[config.mk]
export PLATFORM = sky130hd
export DESIGN_NAME = gmcp_ctrl
export DESIGN_NICKNAME = d
export VERILOG_FILES = /design/src/gmcp_pkg.sv /design/src/gmcp_ctrl.sv
export SDC_FILE = /design/constraint.sdc
export NUM_CORES = 1
export LEC_CHECK = 0
export BUFFER_PORTS_ARGS = -buffer_cell sky130_fd_sc_hd__buf_2
export CAP_MARGIN = 25
export CORE_AREA = 5 5 42 44
export CTS_CLUSTER_SIZE = 24
export DETAILED_ROUTE_END_ITERATION = 16
export DIE_AREA = 0 0 47 49
export HOLD_SLACK_MARGIN = 0.02
export MAX_ROUTING_LAYER = met4
export PLACE_DENSITY = 0.43
export SYNTH_ARGS = -nofsm -noshare
export SYNTH_HDL_FRONTEND = slang
export SYNTH_SLANG_ARGS = --single-unit
[constraint.sdc]
create_clock -name clk -period 2.4 [get_ports clk]
set_input_delay 0 -clock clk [delete_from_list [all_inputs] [get_ports clk]]
set_output_delay 0 -clock clk [all_outputs]
set_load 0.03 [all_outputs]
[src/gmcp_pkg.sv]
// package with shared types and constants for the greedy pairing block
`timescale 1ns / 1ps

package gmcp_pkg;

	localparam int GMCP_MAX_UNITS = 16;
	localparam int GMCP_COST_BITS = 32;

	localparam int UNIT_W      = 4;
	localparam int COUNT_W     = 5;
	localparam int IN_COST_W   = 32;
	localparam int IN_DATA_W   = 40;
	localparam int OUT_DATA_W  = 8;

	localparam logic [COUNT_W-1:0] UNIT_COUNT_RST = 5'd16;

	typedef enum logic [2:0] {
		ST_IDLE,
		ST_SCAN,
		ST_DRAIN,
		ST_EMIT,
		ST_LEFT
	} gmcp_state_t;

	typedef struct packed {
		logic load_wr;
		logic run_init;
		logic scan_step;
		logic emit_pair;
		logic left_step;
		logic emit_left;
	} gmcp_cmd_t;

	typedef struct packed {
		logic cnt_zero;
		logic cnt_one;
		logic scan_last;
		logic last_round;
		logic odd;
		logic left_hit;
		logic out_free;
	} gmcp_sts_t;

endpackage

[src/gmcp_ctrl.sv]
// controller state machine sequencing load, scan, emit and leftover search
`timescale 1ns / 1ps

module gmcp_ctrl
	import gmcp_pkg::*;
(
	input  logic      clk,
	input  logic      arst_n,
	input  logic      in_valid,
	input  logic      in_last,
	output logic      in_ready,
	input  gmcp_sts_t sts,
	output gmcp_cmd_t cmd
);

	gmcp_state_t state_q;
	gmcp_state_t state_d;

	always_ff @(posedge clk or negedge arst_n) begin
		if (!arst_n) begin
			state_q <= ST_IDLE;
		end else begin
			state_q <= state_d;
		end
	end

	always_comb begin
		state_d  = state_q;
		cmd      = '0;
		in_ready = 1'b0;
		unique case (state_q)
			ST_IDLE: begin
				in_ready = 1'b1;
				if (in_valid) begin
					cmd.load_wr = 1'b1;
					if (in_last) begin
						cmd.run_init = 1'b1;
						if (sts.cnt_zero) begin
							state_d = ST_IDLE;
						end else if (sts.cnt_one) begin
							state_d = ST_LEFT;
						end else begin
							state_d = ST_SCAN;
						end
					end
				end
			end
			ST_SCAN: begin
				cmd.scan_step = 1'b1;
				if (sts.scan_last) begin
					state_d = ST_DRAIN;
				end
			end
			ST_DRAIN: begin
				state_d = ST_EMIT;
			end
			ST_EMIT: begin
				if (sts.out_free) begin
					cmd.emit_pair = 1'b1;
					if (sts.last_round) begin
						state_d = sts.odd ? ST_LEFT : ST_IDLE;
					end else begin
						state_d = ST_SCAN;
					end
				end
			end
			ST_LEFT: begin
				if (sts.left_hit) begin
					if (sts.out_free) begin
						cmd.emit_left = 1'b1;
						state_d       = ST_IDLE;
					end
				end else begin
					cmd.left_step = 1'b1;
				end
			end
			default: begin
				state_d = ST_IDLE;
			end
		endcase
	end

endmodule

### Word-level counts from Yosys, hierarchy flattened

Cells that the tools add are included.

| operators by class | value |
|---|---|
| multiplexer cells | 21 |
| reductions and logical operators | 2 |
| eq/ne operators | 10 |

Operators by type and width:

| cell | number |
|---|---|
| 3-bit 2-to-1 mux | 10 |
| 3-bit case mux with 5 select lines | 1 |
| 2-bit != test (second input constant) | 6 |
| 1-bit 2-to-1 mux | 7 |
| 3-bit by 2-bit == test with 1-bit output (second input constant) | 2 |
| 2-bit 2-to-1 mux | 3 |
| 6-bit AND reduction | 1 |
| 3-bit by 1-bit == test with 1-bit output (second input constant) | 1 |
| 3-bit == test (second input constant) | 1 |
| 3-bit logical NOT | 1 |

| storage, ports and cells | value |
|---|---|
| bits in registers | 3 |
| input port bits | 11 |
| output and inout bits | 7 |

### Longest topological paths before layout

| logic depth | value |
|---|---|
| depth in word-level cells | 5 |
| mapped depth | 5 |
| gate-level depth less buffers | 4 |

### Least setup slack after synthesis

No wires, ideal clock.

| path | value |
|---|---|
| path type | reg-to-output |
| start point | register state_q[2] |
| end point | output cmd[4] (netlist name) |
| arrival | 1.397 ns |
| setup slack | 1.003 ns |
| stages on the path, launching flop included | 4 |
| path through | dfrtp_1 buf_6 nor3_2 and3_1 |

RTL lines:

| element | RTL line | RTL |
|---|---|---|
| from (decl) | gmcp_ctrl.sv:16 | `gmcp_state_t state_q;` |
| from (signal assigned) | gmcp_ctrl.sv:23 | `state_q <= state_d;` |
| to (decl) | gmcp_ctrl.sv:13 | `output gmcp_cmd_t cmd` |

==> run_results.csv <==
group,metric,value,unit
outcome,status,"complete, no violations",
detailed_routing,routed_wl,776,um
grt,grt_pass1_wl,1.21,mm
logic_synthesis,ys_ff_latch,3,
critical_path,cp-start-kind,"flop",
logic_synthesis,synth_area,289,sq um
grt,grt_overflow,0,
power_and_ir_drop,p_leak,0.000200,uW
detailed_routing,drc,0,
logic_synthesis,synth_nets,44,
logic_synthesis,synth_seq_area_share,26.0,%
clock_tree,path_clk_slew,0.04,ns
cells_and_area,antenna_cells,0,
detailed_routing,vias,327,
timing,grt_setup_unrepaired,"false",
critical_path,r2r_cells,4,
cells_and_area,synthToLayoutAreaGrowth,40.7,%
cells_and_area,largest_register_ffs,3,
timing,setup_tns,0,ns
critical_path,reg2reg_to,"state_q[2]",
worst_hold_path,hold_depth,3,
worst_hold_path,holdPathEnd,"state_q[2]",
clock_tree,insertion_delay,0.24,ns
clock_tree,h-tree-depth,1,
clock_tree,cts_buffers,3,
placement,hpwl,570,um
clock_tree,postCtsResizedCells,0,
placement,place_ws,1.20,ns
clock_tree,cts_tree,"yes",
critical_path,worstPathArrival,1.38,ns
detailed_routing,firstDrtPassIters,3,
timing,hold_slack,0.0692,ns
floorplanning,io_pins,18,
critical_path,reg2reg_setup_slack,1.21,ns
detailed_routing,drtAntennaViolNets,0,
critical_path,critPathCaptureType,"output pin",
clock_tree,root_buffer,"clkbuf_4",
timing,fmax,723,MHz
detailed_routing,vias_per_cell,4.74,
worst_hold_path,hold_start,"sts[5]",
power_and_ir_drop,ir_drop,0.301,mV
logic_synthesis,ys_types,20,
logic_synthesis,synthCells,33,
floorplanning,core,1400,sq um
floorplanning,die_w,47,um
clock_tree,clockBufferDepth,2,
timing,skew,0.0000571,ns
timing,hold_viol,0,
timing,worst_pin_slew,0.390,ns
grt,grt_pass1_vias,288,
cells_and_area,final_core_util,29.0,%
detailed_routing,wl_per_cell,11.2,um
timing,setup_viol,0,
power_and_ir_drop,power-per-cell-area,1230,nW/um^2
logic_synthesis,avgSynthCellArea,8.76,sq um
detailed_routing,first_iter_violations,4,
run,maxCapViolCount,0,
cells_and_area,reg.largest.list,"state_q (3)",
placement,io_buffers,17,
worst_hold_path,min_path_type,"in -> reg",
timing,slew_violations,0,
grt,grt_use_total,7.96,%
floorplanning,start_util,20.6,%
timing,slew_headroom,74.0,%
floorplanning,die_area,2300,sq um
critical_path,cp.required,2.40,ns
timing,period_share,57.7,%
grt,antenna_found_initial,0,
clock_tree,clock_sinks,3,
floorplanning,die_h,49,um
timing,setup_ws,1.02,ns
critical_path,critical_path.max_fanout,12,
critical_path,r2r-start,"state_q[0]",
logic_synthesis,ys_warn_count,0,
cells_and_area,max_flop_register,"state_q",
cells_and_area,layout-drive-gt1-share,45.3,%
power_and_ir_drop,power,498,uW
placement,place_congestion,0.662,
critical_path,path_class,"reg -> out",
floorplanning,rows,14,
timing,period_minus_slack,1.38,ns
cells_and_area,final_nets,65,
grt,grt_max_degree,13,
stage by stage:
stage / std cells / area, sq um
finish: 69 / 407
global route: 69 / 407
CTS: 69 / 407
detailed placement: 63 / 360
global placement: 63 / 360
floorplan: 33 / 289
Yosys cell counts:
library cell	n	area [sq um]
buf_6	3	33.8
o21ai_0	1	5.00
and3_1	2	12.5
and2_1	3	18.8
nor3b_1	1	7.51
a21oi_1	2	10.0
nor3_1	1	5.00
a211oi_2	1	12.5
nor2_1	3	11.3
dfrtp_1	3	75.1
o22ai_2	1	12.5
mux2i_1	1	10.0
a311oi_1	1	8.76
nor4_2	1	12.5
nor3_2	1	10.0
o21ai_1	1	5.00
a21boi_0	1	7.51
o31ai_1	1	7.51
nand2_1	4	15.0
a32oi_1	1	8.76
routing by layer:
metal | share of wire (%) | routed length [um] | GRT usage, %
met4 | 3.7 | 29 | 9.68
met1 | 48 | 369 | 10.8
met3 | 7.0 | 54 | 1.48
met2 | 42 | 323 | 8.14
met5 | 0 | 0 | -
power by group:
| group | internal (uW) | switching [uW] | leakage, uW |
|---|---|---|---|
| Sequential | 74.4 | 79.2 | 0.0000376 |
| Combinational | 107 | 147 | 0.000147 |
| Clock | 62.5 | 28.8 | 0.0000150 |
timing repair:
action	in CTS	in global routing
buffers inserted	0	0
hold endpoints to repair	4	0
endpoints found under the setup margin	0	0
hold buffers	2	0
how the worst max path moves through the flow:
stage / from / end / slack (ns)
2_1_floorplan: state_q[2] / cmd[4] / 1.00
3_3_place_gp: state_q[2] / state_q[0] / 1.22
3_5_place_dp: state_q[0] / state_q[2] / 1.20
4_1_cts: state_q[0] / cmd[2] / 1.01
5_1_grt: state_q[1] / cmd[2] / 0.87
6_report: state_q[0] / cmd[2] / 1.02
area by class of cell:
cell class                      count  area (sq um)
Clock buffer                        4          26.3
Fill cell                         176           995
Multi-Input combinational cell     27           180
Sequential cell                     3          75.1
Tap cell                           16          20.0
Timing Repair Buffer               19           105
critical path, cell delays in order (launching register included):
cell and delay, ns:
dfrtp_1 0.57, nand2_1 0.13, nor2_1 0.13, and2_1 0.13, buf_2 0.19
cell families (layout without fill, tap and decap cells):
group | Yosys count | count (layout) | synth area share [%]
flops | 3 | 3 | 26.0
compound gates | 10 | 10 | 26.8
buf+inv | 3 | 23 | 11.7
mux | 1 | 1 | 3.46
simple gates | 16 | 16 | 32.0
cells in the final DEF (no fill, tap or decap):
master / count
and3_1: 2
nand2_1: 4
nor3_2: 1
a21boi_0: 1
o22ai_2: 1
nor3b_1: 1
a211oi_2: 1
clkbuf_1: 1
o21ai_1: 1
a311oi_1: 1
dlygate4sd3_1: 2
nor2_1: 3
dfrtp_1: 3
buf_2: 17
and2_1: 3
a21oi_1: 2
a32oi_1: 1
o21ai_0: 1
o31ai_1: 1
clkbuf_4: 3
nor3_1: 1
nor4_2: 1
mux2i_1: 1
Note: power is estimated with default switching activity, not from simulation.
